--- src/rtl/pmm_pkg.sv ---
package pmm_pkg;

  // Field widths of the ports
  localparam int COEF_W = 32;
  localparam int IDX_W  = 9;
  localparam int DEG_W  = 8;
  localparam int MODE_W = 2;

  // Store geometry
  localparam int MAX_DEGREE = 255;
  localparam int OP_DEPTH   = MAX_DEGREE + 1;
  localparam int PROD_DEPTH = 2 * MAX_DEGREE + 1;
  localparam int OP_AW      = $clog2(OP_DEPTH);
  localparam int PROD_AW    = $clog2(PROD_DEPTH);
  localparam int FILL_W     = $clog2(PROD_DEPTH + 1);

  typedef enum logic [MODE_W-1:0] {
    MODE_LOAD    = 2'd0,
    MODE_COMPUTE = 2'd1,
    MODE_READ    = 2'd2
  } mode_t;

  localparam logic STATUS_OK    = 1'b0;
  localparam logic STATUS_RANGE = 1'b1;

  // One multiply-accumulate term issued by the sequencer
  typedef struct packed {
    logic               vld;
    logic               first;   // first term of coefficient k
    logic               last;    // last term of coefficient k
    logic [PROD_AW-1:0] k;
    logic [OP_AW-1:0]   p_addr;
    logic [OP_AW-1:0]   q_addr;
  } iss_t;

  // Datapath status back to the controller
  typedef struct packed {
    logic idle;     // no term in flight
    logic prod_we;  // product store written this cycle
  } mac_stat_t;

endpackage

--- src/rtl/pmm_seq.sv ---
module pmm_seq (
  input  logic                       clk,
  input  logic                       rst_n,
  input  logic                       start,
  input  logic [pmm_pkg::OP_AW-1:0]  n,
  output pmm_pkg::iss_t              iss,
  output logic                       busy
);
  import pmm_pkg::*;

  // Walks k = 0..2n, and for each k the index i over max(0,k-n)..min(k,n).
  logic               busy_r, busy_nxt;
  logic               first_r, first_nxt;
  logic [PROD_AW-1:0] k_r, k_nxt;
  logic [OP_AW-1:0]   i_r, i_nxt;
  logic [OP_AW-1:0]   n_r, n_nxt;

  logic [PROD_AW-1:0] n_ext;
  logic [PROD_AW-1:0] two_n;
  logic [PROD_AW-1:0] k_inc;
  logic [OP_AW-1:0]   i_hi;
  logic [OP_AW-1:0]   i_lo_next;
  logic               last_term;

  always_comb begin
    n_ext     = PROD_AW'(n_r);
    two_n     = PROD_AW'({n_r, 1'b0});
    k_inc     = k_r + PROD_AW'(1);
    i_hi      = (k_r < n_ext) ? OP_AW'(k_r) : n_r;
    i_lo_next = (k_inc > n_ext) ? OP_AW'(k_inc - n_ext) : '0;
    last_term = (i_r == i_hi);
  end

  always_comb begin
    busy_nxt  = busy_r;
    first_nxt = first_r;
    k_nxt     = k_r;
    i_nxt     = i_r;
    n_nxt     = n_r;
    if (start) begin
      busy_nxt  = 1'b1;
      first_nxt = 1'b1;
      k_nxt     = '0;
      i_nxt     = '0;
      n_nxt     = n;
    end else if (busy_r) begin
      if (last_term) begin
        if (k_r == two_n) begin
          busy_nxt = 1'b0;
        end else begin
          k_nxt     = k_inc;
          i_nxt     = i_lo_next;
          first_nxt = 1'b1;
        end
      end else begin
        i_nxt     = i_r + OP_AW'(1);
        first_nxt = 1'b0;
      end
    end
  end

  always_ff @(posedge clk) begin
    if (!rst_n) begin
      busy_r <= 1'b0;
    end else begin
      busy_r <= busy_nxt;
    end
    first_r <= first_nxt;
    k_r     <= k_nxt;
    i_r     <= i_nxt;
    n_r     <= n_nxt;
  end

  always_comb begin
    iss.vld    = busy_r;
    iss.first  = first_r;
    iss.last   = last_term;
    iss.k      = k_r;
    iss.p_addr = i_r;
    iss.q_addr = OP_AW'(k_r - PROD_AW'(i_r));
  end

  assign busy = busy_r;

endmodule

--- config.mk ---
export PLATFORM = sky130hd
export DESIGN_NAME = pmm_seq
export DESIGN_NICKNAME = d
export VERILOG_FILES = /design/src/rtl/pmm_pkg.sv /design/src/rtl/pmm_seq.sv
export SDC_FILE = /design/constraint.sdc
export NUM_CORES = 1
export LEC_CHECK = 0
export CAP_MARGIN = 0
export CORE_ASPECT_RATIO = 1.75
export CORE_UTILIZATION = 50
export DETAILED_ROUTE_END_ITERATION = 10
export DONT_BUFFER_PORTS = 1
export GPL_TIMING_DRIVEN = 0
export MAX_ROUTING_LAYER = met4
export PLACE_DENSITY = 0.62
export RECOVER_POWER = 100
export SLEW_MARGIN = 30
export SYNTH_ARGS = -nofsm -noshare
export SYNTH_HDL_FRONTEND = slang
export SYNTH_SLANG_ARGS = --single-unit
--- constraint.sdc ---
create_clock -name clk -period 4.9 [get_ports clk]
set_input_delay 0.98 -clock clk [delete_from_list [all_inputs] [get_ports clk]]
set_output_delay 0.98 -clock clk [all_outputs]
set_load 0.1 [all_outputs]
Word level (Yosys, flattened, before mapping). Cells that the tools add are included.

Reductions and logical operators: 2. Muxes and demuxes: 10. Shifts and indexed selects: 0. Bitwise operators: 1. Equal/unequal tests: 3. Divide/modulo/power cells: 0. $mul: 0. Order comparisons: 2. Add/sub/neg operators: 4.

Operator list (count): 8-bit 2-to-1 mux (4); 8-bit subtractor (2); 9-bit by 1-bit adder with 9-bit output, second input constant (1); 9-bit equality test (1); 9-bit by 8-bit greater-than comparator with 1-bit output (1); 9-bit by 8-bit < comparator with 1-bit output (1); 8-bit by 1-bit adder with 8-bit output, second input constant (1); 8-bit equality test (1); 1-bit 2-to-1 mux (6); 3-bit AND reduction (1); 2-bit != test, second input constant (1); 2-bit AND reduction (1); 1-bit NOT (1).

ROM bits: 0. Flip-flop bits (word level): 27. Memory bits (writable): 0. Bits of input ports: 11. Bits in latches: 0. Logic and storage cells: 27. Output and inout port bits: 29. Memories: 0.

Longest topological paths before layout. Gate-level depths: netlist of run 1.

Word-level depth: 6. Mapped depth: 14. Mapped depth without buffers: 13.

Worst setup path after synthesis of run 1. OpenSTA, ideal clock, no wires.

Kind: register -> output. Start point: register i_r[1]. End point: output iss[7] (netlist bit). Slack: -108 ps. Cell stages (with the launch flop): 11. Path buffers: 0. Arrival: 4028 ps. Cell sequence: dfxtp_1 -> inv_1 -> ha_1 -> nor2b_1 -> o21ai_0 -> a21boi_0 -> o21a_1 -> nor2_1 -> o21bai_1 -> a21oi_1 -> xor2_1.

RTL lines: start, declared (RTL line pmm_seq.sv:15) `logic [OP_AW-1:0] i_r, i_nxt;`; start signal, assigned (RTL line pmm_seq.sv:70) `i_r <= i_nxt;`; end, declared (RTL line pmm_seq.sv:6) `output pmm_pkg::iss_t iss,`.

Worst setup path after layout of run 1.
Start point: register k_r[6]. End point: output iss[25] (netlist bit).

Cells in the longest elaborated chain, start to end: 3.

Ends and longest elaborated chain: start, declared (RTL line pmm_seq.sv:14) `logic [PROD_AW-1:0] k_r, k_nxt;`; start signal, assigned (RTL line pmm_seq.sv:69) `k_r <= k_nxt;`; 9-bit by 8-bit < comparator with 1-bit output (RTL line pmm_seq.sv:29) `i_hi = (k_r < n_ext) ? OP_AW'(k_r) : n_r;`; 8-bit 2-to-1 mux * (RTL line pmm_seq.sv:29); 8-bit equality test * (RTL line pmm_seq.sv:31) `last_term = (i_r == i_hi);`.

Every way passes the cells marked *; elsewhere a longest branch is shown, timed or not.

==> results of run 1 <==
worst min-delay path by stage:
stage,from,endpoint,cells after the start
floorplan,first_r,first_r,2
global placement,first_r,first_r,2
detailed placement,first_r,first_r,2
CTS,first_r,first_r,2
global route,first_r,first_r,2
finish,first_r,first_r,2
kinds of logic (layout without fill, tap and decap cells):
family	count (synthesis)	count (layout)	share of synthesized area, %
simple gates	88	88	18.3
compound gates	69	69	19.2
buf+inv	50	58	10.9
xor+xnor	38	38	11.8
fa+ha+maj	27	27	12.6
flops	27	27	22.1
mux	11	11	5.12
tightest hold or removal path: stages (launching register included):
cell	delay, ns
sky130_fd_sc_hd__dfxtp_1	0.34
sky130_fd_sc_hd__nand2b_1	0.11
sky130_fd_sc_hd__a21o_1	0.11
state kept, by name (all words and copies together) (netlist names):
register / cells
k_r: 9
i_r: 8
first_r: 1
n_r: 8
busy: 1
layout make-up:
type | instances | area share, %
repair buffers | 4 | 0.936
multi-input cells | 233 | 63.4
inverters | 29 | 3.70
well taps | 74 | 3.15
plain buffers | 21 | 5.79
clock buffers | 4 | 1.53
flip-flops and latches | 27 | 21.4
layout by cell type, fill, tap and decap left out, types with 3 or more instances in the layout:
| cell type | n |
|---|---|
| sky130_fd_sc_hd__o311ai_0 | 6 |
| sky130_fd_sc_hd__mux2i_1 | 5 |
| sky130_fd_sc_hd__a21o_1 | 4 |
| sky130_fd_sc_hd__mux2_4 | 4 |
| sky130_fd_sc_hd__edfxtp_1 | 8 |
| sky130_fd_sc_hd__o21ai_0 | 15 |
| sky130_fd_sc_hd__o22ai_1 | 3 |
| sky130_fd_sc_hd__buf_6 | 3 |
| sky130_fd_sc_hd__dfxtp_2 | 5 |
| sky130_fd_sc_hd__a21oi_1 | 15 |
| sky130_fd_sc_hd__inv_1 | 28 |
| sky130_fd_sc_hd__nor3_1 | 11 |
| sky130_fd_sc_hd__or4_1 | 4 |
| sky130_fd_sc_hd__dfxtp_1 | 13 |
| sky130_fd_sc_hd__buf_4 | 4 |
| sky130_fd_sc_hd__xnor2_2 | 4 |
| sky130_fd_sc_hd__xnor2_1 | 10 |
| sky130_fd_sc_hd__nor2b_1 | 9 |
| sky130_fd_sc_hd__nand2_1 | 9 |
| sky130_fd_sc_hd__o21a_1 | 3 |
| sky130_fd_sc_hd__nand3b_1 | 7 |
| sky130_fd_sc_hd__buf_2 | 3 |
| sky130_fd_sc_hd__o31ai_1 | 3 |
| sky130_fd_sc_hd__nor4_1 | 3 |
| sky130_fd_sc_hd__o21bai_1 | 3 |
| sky130_fd_sc_hd__clkbuf_8 | 4 |
| sky130_fd_sc_hd__clkbuf_1 | 10 |
| sky130_fd_sc_hd__nor2_1 | 23 |
| sky130_fd_sc_hd__ha_1 | 25 |
| sky130_fd_sc_hd__xor2_1 | 23 |
| sky130_fd_sc_hd__nand3_1 | 6 |
metal layers:
layer | wire length [microns] | GRT usage, % | part of all wire, % | vias to the layer above
li1 | - | - | - | 1119
met1 | 2980 | 29.3 | 39 | 1071
met2 | 4170 | 51.6 | 55 | 57
met3 | 159 | 2.68 | 2.1 | 21
met4 | 307 | 14.1 | 4.0 | 0
met5 | 0 | - | 0 | -
power by group through the flow:
stage / sequential [uW] / combinational [uW] / clock (uW)
6_report: 334 / 684 / 138
5_1_grt: 336 / 721 / 147
4_1_cts: 333 / 727 / 141
3_5_place_dp: 338 / 726 / 0
3_3_place_gp: 335 / 643 / 0
2_1_floorplan: 327 / 576 / 0
through the flow:
| step | TNS (ns) | power, uW | utilization [%] | hold WS, ns | setup slack [ns] |
|---|---|---|---|---|---|
| CTS | 0 | 1200 | 57.6 | 0.578 | 0.177 |
| floorplan | 0 | 903 | - | 0.511 | 0.0237 |
| finish | 0 | 1160 | 55.0 | 0.577 | 0.238 |
| global route | 0 | 1200 | 55.0 | 0.626 | 0.128 |
| detailed placement | 0 | 1060 | 56.8 | 0.545 | 0.496 |
| global placement | -0.778 | 978 | 54.5 | 0.523 | -0.472 |
==> summary.md, run 1 <==
Post-CTS setup buffer count: 0. The largest area contributor in the synthesized netlist is sky130_fd_sc_hd__dfxtp_1. The placed instance count was 388; the biggest cell delay along the critical path was 1.02 ns. The critical path in this run is classified as reg -> out. The tools report the full die area as 5940 sq um.

The logs give 0.00404 ns for the final worst clock skew and 0 for the antenna diode count. The die width is 58.7 microns, and the combinational share of power is 59.2%. Setup repair after global routing left no endpoint under its margin.

The largest individual stage delay along the critical path comes from the cell sky130_fd_sc_hd__dfxtp_1. The tools report the initial antenna violation count as 0. TritonCTS built the clock tree.

After the flow finishes, the layout carries non-filler instances totaling 392. The routed design could run at a clock period as short as 4.66 ns. Launch point of the worst reg-to-reg path: k_r[4].

In the routed design, unresolved DRC markers number 0. The count of final hold-check violations is 0. The vertical die dimension works out to 101 microns. The logs give 0.00130 uW for the static power due to leakage and 1 for the final number of max-transition violations.

For this design, the CTS-stage hold fixing added 0 buffers. After detailed routing, the number of vias per cell comes to 5.79. For this run, asynchronously set or reset flops after synthesis account for 0%. Via count of the first global-routing pass: 2353. The worst path uses 95.1% of the clock period. The count of buffers from port buffering works out to 0. In the synthesized netlist the dominant register cell turns out to be sky130_fd_sc_hd__dfxtp_1. The proportion of power drawn by flip-flops and latches came out at 28.9%. The longest clock path from root to sink contains 2 buffers.

The path category of the worst min-delay check is reg -> reg. The checks that failed: max-capacitance violations, max-slew violations. The cell area after layout was 2940 sq um; the cell area after placement was 3030 sq um.

The logs give 1 for the H-tree depth reported by CTS and -16.6% for the headroom to the max-slew limit. Buffers inserted during clock tree synthesis total 3. The filler cell count in the final layout is 537, and the area of the core is 5340 sq um. Measured in cells, the most critical reg-to-reg path has a length of 13. The first global-routing pass estimated 11900 microns of wire. Walking the worst path, the cells encountered are ha_1 -> a21o_1 -> a211o_1 -> a21oi_4 -> mux2i_1 -> o211ai_4 -> buf_4 -> nor2_1 -> clkbuf_4. The number of buffers and inverters on the critical path is 2. Based on the critical path, the design can be clocked at up to 0.214 GHz. The highest fanout seen on the critical path was 10. End of the worst register-to-register path: i_r[0].

The flow ran to the end, but the final reports show violations. The run gives 1 as the count of max-cap constraint violations. The run gives 0 as the total of warnings raised by yosys.

For this design the total switching power over the nets is 674 uW. The area growth from synthesis to layout was 4.63%. Yosys instantiated no cell more often than sky130_fd_sc_hd__inv_1. After synthesis, the netlist uses 65 different library cells.

The worst supply voltage drop on vdd is 0.000174 V, and the layout cell share with drive strength beyond 1 is 15.1%. Clock root buffer: sky130_fd_sc_hd__clkbuf_8. The synthesized design contains 27 register bits. The most critical setup path has its endpoint at iss[25].

Category of the worst setup path capture point: a primary output. The total stage count of the critical path is 9. For the pin with the worst max-slew slack, the measured transition is 1.74 ns. The area share of the largest cell type after synthesis came out at 13.5%. For this configuration, the core starts out at a cell density of 52.6%. The maximum number of pins on one net before global-route repair came out at 15. In the final design database the tool counted 357 nets. For the worst-skew pair, the clock arrives at the later sink with an insertion delay of 0.29 ns. Number of flops mapped to enable cells by yosys: 8. Ranked by total cell area, the synthesized netlist is headed by sky130_fd_sc_hd__dfxtp_1 (14%), sky130_fd_sc_hd__ha_1 (11%), sky130_fd_sc_hd__edfxtp_1 (8.5%). For this run, the detailed router's first-pass iteration total came to 4. In the final routed layout, each cell accounts on average for 19.4 microns.

The share of total power consumed by net switching was 58.3%. Summing all multi-input logic gate instances after layout gives 1870 sq um. The congestion estimate from routability-driven global placement came to 0.904. Synthesis handed over a netlist of 310 instances. The mean area per synthesized cell is 9.07 sq um. Setup violations remaining at the end of the flow were counted as 0.

The kind of cell with the highest combined delay along the critical path is flip-flops. The run gives 6210 microns as the detailed placer's ending HPWL. The logs give 482 uW for the cell-internal power and 22.1% for the sequential fraction of the synthesis area. The number of nets with antenna violations after routing was 0. The clock drives 27 sinks. Post-CTS repair changed the size of 0 cells. Total wirelength of the detailed-routed design: 7620 microns. Total nets after synthesis: 348. The portion of total power attributed to the clock network is 12.0%. After synthesis, the most frequently instantiated cells are sky130_fd_sc_hd__inv_1 (28), sky130_fd_sc_hd__ha_1 (25), sky130_fd_sc_hd__xor2_1 (24), sky130_fd_sc_hd__nor2_1 (23), sky130_fd_sc_hd__dfxtp_1 (19).

For the summed instance area of the synthesized netlist, the log shows 2810 sq um. For the worst setup path, the data required time is 3.92 ns. Across the whole layout, storage elements account for 631 sq um. Data on the critical path arrives at its endpoint at 3.68 ns. The iteration-0 DRC count of the detailed router came out at 110. Dividing total power by cell area gives a power density of 393 nW/um^2. The total congestion overflow came out at 0. The logs give 40 for the top-level I/O count and 0.79 ns for the worst-case register-to-register setup slack.

The clock transition at the register clock pins on the worst setup and hold paths after CTS is 0.10 ns, and the standard-cell row count is 35. Source of the critical timing path: k_r[6]. The worst setup path is launched from a register.

Global routing used 28.3% of the available tracks across all layers. The tools report the overall via count from detail_route as 2268.
Power figures use the tool's default switching activity.
==> run 2, diff against run 1 <==
--- a/config.mk
+++ b/config.mk
@@ -14,6 +14,7 @@
 export MAX_ROUTING_LAYER = met4
 export PLACE_DENSITY = 0.62
 export RECOVER_POWER = 100
+export SETUP_SLACK_MARGIN = 0.5
 export SLEW_MARGIN = 30
 export SYNTH_ARGS = -nofsm -noshare
 export SYNTH_HDL_FRONTEND = slang
==> run 2 against run 1 <==
Effect of this change:
- the run still ends with max-capacitance violations, max-slew violations left
- clock skew grew 0.0019 ns
- clock-buffer cell count is the same
- critical path depth shrank 2
- cell area shrank 0.34%
- combinational power shrank 2%
- sequential share of layout area grew 0.41 points
- flip-flop and latch count is the same
- wire length shrank 1.6%
- critical path type unchanged
- largest cell class unchanged
==> summary.md, run 2 (same netlist as run 1, synthesis figures left out) <==
The run gives 2285 as the overall via count from detail_route. The run finished, with violations left. For the cell area after placement, the log shows 3020 sq um. For this design the total switching power over the nets is 666 uW. In this run, the number of DRC markers left after iteration 0 of detailed routing was 102. The slew at the pin closest to its max-slew limit works out to 2.12 ns. The slowest cell on the critical path is sky130_fd_sc_hd__xnor2_2.

For the total power draw, the log shows 1130 uW. The highest fanout seen on the critical path is 4, and the total track usage is 27.9%. The top-level I/O count is 40, and the CTS sink count is 27. Of the total power, the share spent switching nets is 58.8%. Entering global routing, the biggest net connects 15 pins. Counting flops per register, the top entry is k_r. The register with the most flip-flops in the layout has 9 of them. For the global-route wire length before repair, the log shows 11800 microns. The total overflow left after global routing is 0. The logs give 6020 microns for the detailed placer's ending HPWL and 35 for the standard-cell row count. Walking the worst path, the cells encountered are ha_1 -> fa_1 -> o21ai_0 -> a21oi_1 -> o21bai_1 -> a21oi_1 -> xnor2_2. The final reports fail on max-capacitance violations, max-slew violations. The initial utilization of the core area, before any placement, comes to 52.6%. The cell sitting at the root of the clock tree is a sky130_fd_sc_hd__clkbuf_8. For this run, the post-layout net count is 354.

The vertical die dimension came out at 101 microns. In the routed design, unresolved DRC markers number 0. After detailed routing, the average wire length per cell comes to 19.3 microns. The die covers 5940 sq um.

The logs give 29.1% for the proportion of power drawn by flip-flops and latches and 2 for the maximum number of buffers from clock root to sink. From synthesis to final layout, the design area changed by 4.27%. At the worst endpoint, the required time is 3.92 ns. TritonCTS built the clock tree. The filler cell count in the final layout was 550; the number of CTS-inserted buffers was 3. The tool flagged a number of max-cap violations equal to 2. The analysis attributes to cell leakage a power of 0.00128 uW. The via count normalized by instance count was 5.87. Classification of the worst setup path: reg -> out. On the worst path, the slowest cell contributes a delay of 0.96 ns. For the finished layout, the period the worst path requires is 4.43 ns. The highest achievable clock rate is 0.226 GHz, and the worst supply voltage drop on vdd is 0.000134 V. The core region is 5340 sq um. Leaving out fill and tap cells, the most frequent cell in the layout is sky130_fd_sc_hd__inv_1. For the combinational share of power, the log shows 59.1%.

The post-route clock period utilization is 90.4%, and the antenna diode count is 0. In this run the worst hold path is classified as reg -> reg. The cell area after layout came out at 2930 sq um. The count of buffers added on input and output ports is 0. The final number of max-transition violations came out at 2. The largest registers in the layout are k_r: 9 flops, i_r: 8 flops, n_r: 8 flops. The data arrival at the endpoint of the critical path came out at 3.45 ns.

STA classifies the critical path startpoint as a register. In the layout the commonest cells are sky130_fd_sc_hd__inv_1 (28), sky130_fd_sc_hd__ha_1 (25), sky130_fd_sc_hd__xor2_1 (23). The tools report the cell-internal power as 466 uW. The die width came out at 58.7 microns. For this design the ratio of total power to cell area is 386 nW/um^2.

Clock skew on the completed layout was measured at 0.00591 ns. Routability-driven placement finished with a final weighted congestion of 0.933. The tools report the H-tree depth reported by CTS as 1. The clock transition at the register clock pins on the worst setup and hold paths after CTS is 0.10 ns, and the total wirelength of the detailed-routed design is 7500 microns.

The category of the worst setup path capture point is a primary output. The most numerous cell type found on the critical path is sky130_fd_sc_hd__a21oi_1. The via count of the first global-routing pass is 2344, and the total of endpoints with negative setup slack in the final report is 0. The later pin in the worst-skew pair is clocked with a latency of 0.28 ns. The run gives -42.2% as the headroom to the max-slew limit. The first TritonRoute pass finished after 4 iterations. The count of nets left with antenna violations once routing finished came out at 0. Setup repair after global routing left no endpoint under its margin.

The portion of total power attributed to the clock network was 11.9%; the count of final hold-check violations was 0. The hold buffer count at cts was 0. The layout cell share with drive strength beyond 1 was 14.9%; the initial antenna violation count was 0.
==> run 2: power by group through the flow <==
| stage | combinational (uW) | sequential, uW | clock, uW |
|---|---|---|---|
| 2_1_floorplan | 591 | 327 | 0 |
| 3_3_place_gp | 662 | 335 | 0 |
| 3_5_place_dp | 697 | 337 | 0 |
| 4_1_cts | 706 | 331 | 141 |
| 5_1_grt | 706 | 333 | 147 |
| 6_report | 669 | 329 | 134 |
==> run 2: metrics by stage <==
stage                     utilization, %  hold slack (ns)  setup TNS, ns  instances  setup WS (ns)
after floorplan                        -            0.511              0        310          0.321
after global placement              55.0            0.525         -0.172        384         -0.172
after detailed placement            56.6            0.529              0        384          0.326
after CTS                           57.7            0.560              0        389          0.417
after global routing                54.8            0.603              0        389          0.283
final                               54.8            0.548              0        389          0.469
==> run 2: area by class of cell <==
cell class	instances	area [sq um]	share of cell area (%)
multi-input cells	233	1870	63.8
flip-flops and latches	27	641	21.9
plain buffers	21	170	5.81
inverters	29	109	3.71
well taps	74	92.6	3.16
clock buffers	4	45.0	1.54
repair buffers	1	3.75	0.128
==> run 2: routing by layer <==
layer | part of all wire (%) | routed length (microns) | up-vias | global-route usage (%)
li1 | - | - | 1108 | -
met1 | 37 | 2790 | 1069 | 29.0
met2 | 52 | 3930 | 78 | 49.4
met3 | 3.6 | 269 | 30 | 2.55
met4 | 6.9 | 515 | 0 | 17.2
met5 | 0 | 0 | - | -
==> run 2: path summary, 6_finish.rpt <==
| path | from | endpoint | slack (ns) | cells after the start |
|---|---|---|---|---|
| worst min register to register | first_r | first_r | 0.55 | 2 |
| worst max-delay path | i_r[0] | iss[6] | 0.47 | 7 |
| worst max register to register | k_r[4] | i_r[0] | 0.74 | 12 |
| worst min-delay path | first_r | first_r | 0.55 | 2 |
==> run 2: critical path, delay by kind of cell, from the launching register on <==
kind | cells | cell delay [ns]
compound gates | 4 | 0.67
xor+xnor | 1 | 0.96
fa+ha+maj | 2 | 0.84
flops | 1 | 0.69
==> run 2: timing repair <==
action                     in CTS  in global routing
buffers inserted                1                  0
pin swaps                       1                  0
gates resized for setup         6                  5
setup endpoints to repair       3                  2
==> run 3, diff against run 2 <==
--- a/config.mk
+++ b/config.mk
@@ -7,12 +7,12 @@
 export LEC_CHECK = 0
 export CAP_MARGIN = 0
 export CORE_ASPECT_RATIO = 1.75
-export CORE_UTILIZATION = 50
+export CORE_UTILIZATION = 66
 export DETAILED_ROUTE_END_ITERATION = 10
 export DONT_BUFFER_PORTS = 1
 export GPL_TIMING_DRIVEN = 0
 export MAX_ROUTING_LAYER = met4
-export PLACE_DENSITY = 0.62
+export PLACE_DENSITY = 0.92
 export RECOVER_POWER = 100
 export SETUP_SLACK_MARGIN = 0.5
 export SLEW_MARGIN = 30
==> run 3 against run 2 <==
Effect of this change:
- utilization rose by 16 points
- sequential share of layout area is 0.21 points higher
- combinational power is 0.7% higher
- highest routed layer unchanged
- cell area fell by 0.94%
- the run still ends with max-capacitance violations, max-slew violations left
- power is 0.29% higher
- sequential power barely moved
- global-route usage increased by 5.6 points
- non-clock buffer count unchanged
- die area fell by 24%
- clock-buffer cell count did not move
==> summary.md, run 3 (same netlist as run 1, synthesis figures left out) <==
The run gives 0.00402 ns as the final worst clock skew. The worst setup path is of the reg -> out kind. The count of buffers from port buffering was 0.

The library cell used most frequently in the layout, excluding fill and tap cells, is sky130_fd_sc_hd__inv_1. The worst slack at placement was 0.396 ns. The CTS sink count was 27; the via count normalized by instance count was 6.52.

The cell area after placement is 2990 sq um. The routed wirelength normalized by instance count is 19.5 microns, and the required time at the endpoint of the critical path is 3.92 ns. The checks that failed: max-capacitance violations, max-slew violations.

The via count of the first global-routing pass was 2355. Net switching is 58.7% of the power. Derived from the worst setup path, the maximum achievable clock frequency is 0.220 GHz. The run finished, with violations left. The logs give 0 for the hold buffer count at cts and 59.3% for the combinational share of power.

The register with the most flip-flops in the final layout is k_r. STA classifies the critical path endpoint as a primary output. The layer flagged by global routing as most heavily used is met2. In the routed design, unresolved DRC markers number 0. The final critical path takes up 92.7% of the cycle. Setup repair after global routing left no endpoint under its margin. The worst supply voltage drop on vdd is 0.000374 V, and the total track usage is 33.5%.

The minimum period implied by the final worst setup slack came out at 4.54 ns. In this run the power spent charging and discharging nets is 666 uW. In the layout the commonest cells are sky130_fd_sc_hd__inv_1 (28), sky130_fd_sc_hd__ha_1 (25), sky130_fd_sc_hd__xor2_1 (23). Relative to the synthesized area, the layout overhead comes to 3.29%.

Pin placement for this block handled 40 I/O pins. The routed layout has 2375 vias. For the pin with the worst max-slew slack, the measured transition is 1.74 ns. The total area inside the core boundary comes to 4110 sq um. Walking the worst path, the cells encountered are ha_1 -> fa_1 -> o21ai_0 -> a21oi_1 -> o21bai_1 -> a21oi_1 -> xnor2_2. After routing the design area is 2900 sq um. The H-tree depth reported by CTS is 1, and the vertical die dimension is 88.3 microns. The die covers 4530 sq um. At the end of the flow, the number of nets in the layout was 354. The tools report the maximum number of pins on one net before global-route repair as 15.

The tools report the launch point of the worst reg-to-reg path as k_r[4]. The register with the most flip-flops in the layout has 9 of them. Data arrives at the worst endpoint at 3.56 ns. The critical path starts at i_r[0]. The total of endpoints with negative setup slack in the final report was 0; the portion of total power attributed to the clock network was 11.6%. The final number of max-transition violations is 1, and the global-route wire length before repair is 10700 microns. The repair_antennas step left the layout with diodes totalling 0.

The layout cell share with drive strength beyond 1 is 15.2%, and the number of nets with antenna violations after routing is 0. After legalization and detailed placement, the total HPWL measured 5740 microns. The floorplan has 31 rows. The initial standard-cell utilization of the core was 68.4%. The highest fanout seen on the critical path works out to 4. The tools report the maximum number of buffers from clock root to sink as 2.

Count of final hold-check violations: 0. The initial antenna violation count came out at 0. Fill cells in the final layout number 340. For met2 alone, demand over resource in global routing was 61.1%. The placed instance count came out at 359. For the total wirelength of the detailed-routed design, the log shows 7110 microns. TritonCTS built the clock tree. The critical path's most frequent cell was sky130_fd_sc_hd__a21oi_1.

Across all hold checks on the routed design, the worst slack comes to 0.567 ns. The floorplan step set the die width to 51.3 microns. The count of cells in the finished layout, fillers not included, comes to 364. The detailed router finished its first iteration with 112 violations. The clock latency on the worst-skew pair came out at 0.28 ns. The run gives 0 as the total congestion overflow. The slowest stage of the critical path is the sky130_fd_sc_hd__xnor2_2 cell.

In this run the static leakage power is 0.00129 uW. The routing usage on met3 is 3.26%, and the headroom to the max-slew limit is -16.1%. The count of max-cap constraint violations came out at 1.

The worst setup path is launched from a register. The power density over cell area works out to 391 nW/um^2. After clock tree synthesis, the clock-pin slew on the worst setup and hold paths is 0.09 ns. The clock root buffer is sky130_fd_sc_hd__clkbuf_8. The pre-antenna-repair detailed-routing pass consisted of 5 iterations. In this design, the stage delay of the slowest critical-path cell is 0.97 ns. Across all setup checks in the final design, the least slack found is 0.357 ns. The share of total power dissipated in sequential elements is 29.0%.

The cell-internal power is 469 uW. The met1 capacity usage during global routing was 32.1%. The start point of the worst min-delay path is first_r. The congestion estimate from routability-driven global placement came to 0.955. The number of CTS-inserted buffers came out at 3. In the final layout, the registers with the most flip-flops are k_r: 9 flops, i_r: 8 flops, n_r: 8 flops. The worst hold path belongs to the class reg -> reg.
## run 3: changes by cell type in the layout (fill, tap and decap cells not counted)
cell,change
sky130_fd_sc_hd__a21boi_0,+1
sky130_fd_sc_hd__a21boi_1,-1
sky130_fd_sc_hd__buf_1,-1
sky130_fd_sc_hd__buf_2,+1
sky130_fd_sc_hd__o211ai_1,+1
sky130_fd_sc_hd__o211ai_2,-1
sky130_fd_sc_hd__xnor2_1,-1
sky130_fd_sc_hd__xnor2_2,+1
## run 3: metrics by stage
step                      power (uW)  TNS [ns]  util, %
after floorplan                  917         0        -
after global placement           984   -0.0719     70.8
after detailed placement        1030         0     72.7
after CTS                       1170         0     74.3
after global routing            1180         0     70.6
final                           1140         0     70.6
## run 3: power groups by stage
stage / registers, uW / logic [uW] / clock network [uW]
after floorplan: 327 / 591 / 0
after global placement: 334 / 650 / 0
after detailed placement: 337 / 697 / 0
after CTS: 331 / 705 / 131
after global routing: 333 / 705 / 139
final: 330 / 674 / 132
## run 3: per-layer routing
metal,vias up,part of all wire [%]
li1,1105,-
met1,1137,36
met2,103,54
met3,30,4.6
met4,0,5.2
met5,-,0
## run 3: path summary, 6_finish.rpt
kind         cells past startpoint       to  slack (ns)
max                              7   iss[6]        0.36
min                              2  first_r        0.57
max reg2reg                     12   i_r[0]        0.73
min reg2reg                      2  first_r        0.57
## run 3: critical path: cells and delay by family (launching register included)
| family | cells | cell delay, ns |
|---|---|---|
| flip-flops | 1 | 0.69 |
| XOR/XNOR | 1 | 0.97 |
| adder cells (fa/ha/maj) | 2 | 0.89 |
| AO/OA/AOI/OAI | 4 | 0.73 |
## run 3: final cells by class
| cell class | instances | area, sq um | share of cell area, % |
|---|---|---|---|
| sequential | 27 | 641 | 22.1 |
| clock buffer | 4 | 45.0 | 1.55 |
| multi-input combinational | 233 | 1870 | 64.5 |
| buffer | 21 | 170 | 5.86 |
| tap | 49 | 61.3 | 2.11 |
| timing repair buffer | 1 | 5.00 | 0.172 |
| inverter | 29 | 109 | 3.75 |
## run 3: repair_timing
| item | in CTS | in global routing |
|---|---|---|
| endpoints found under the setup margin | 3 | 2 |
| buffers inserted | 1 | 0 |
| endpoints found under the hold margin | 0 | 0 |
| resized for setup | 9 | 3 |
| pin swaps | 1 | 0 |
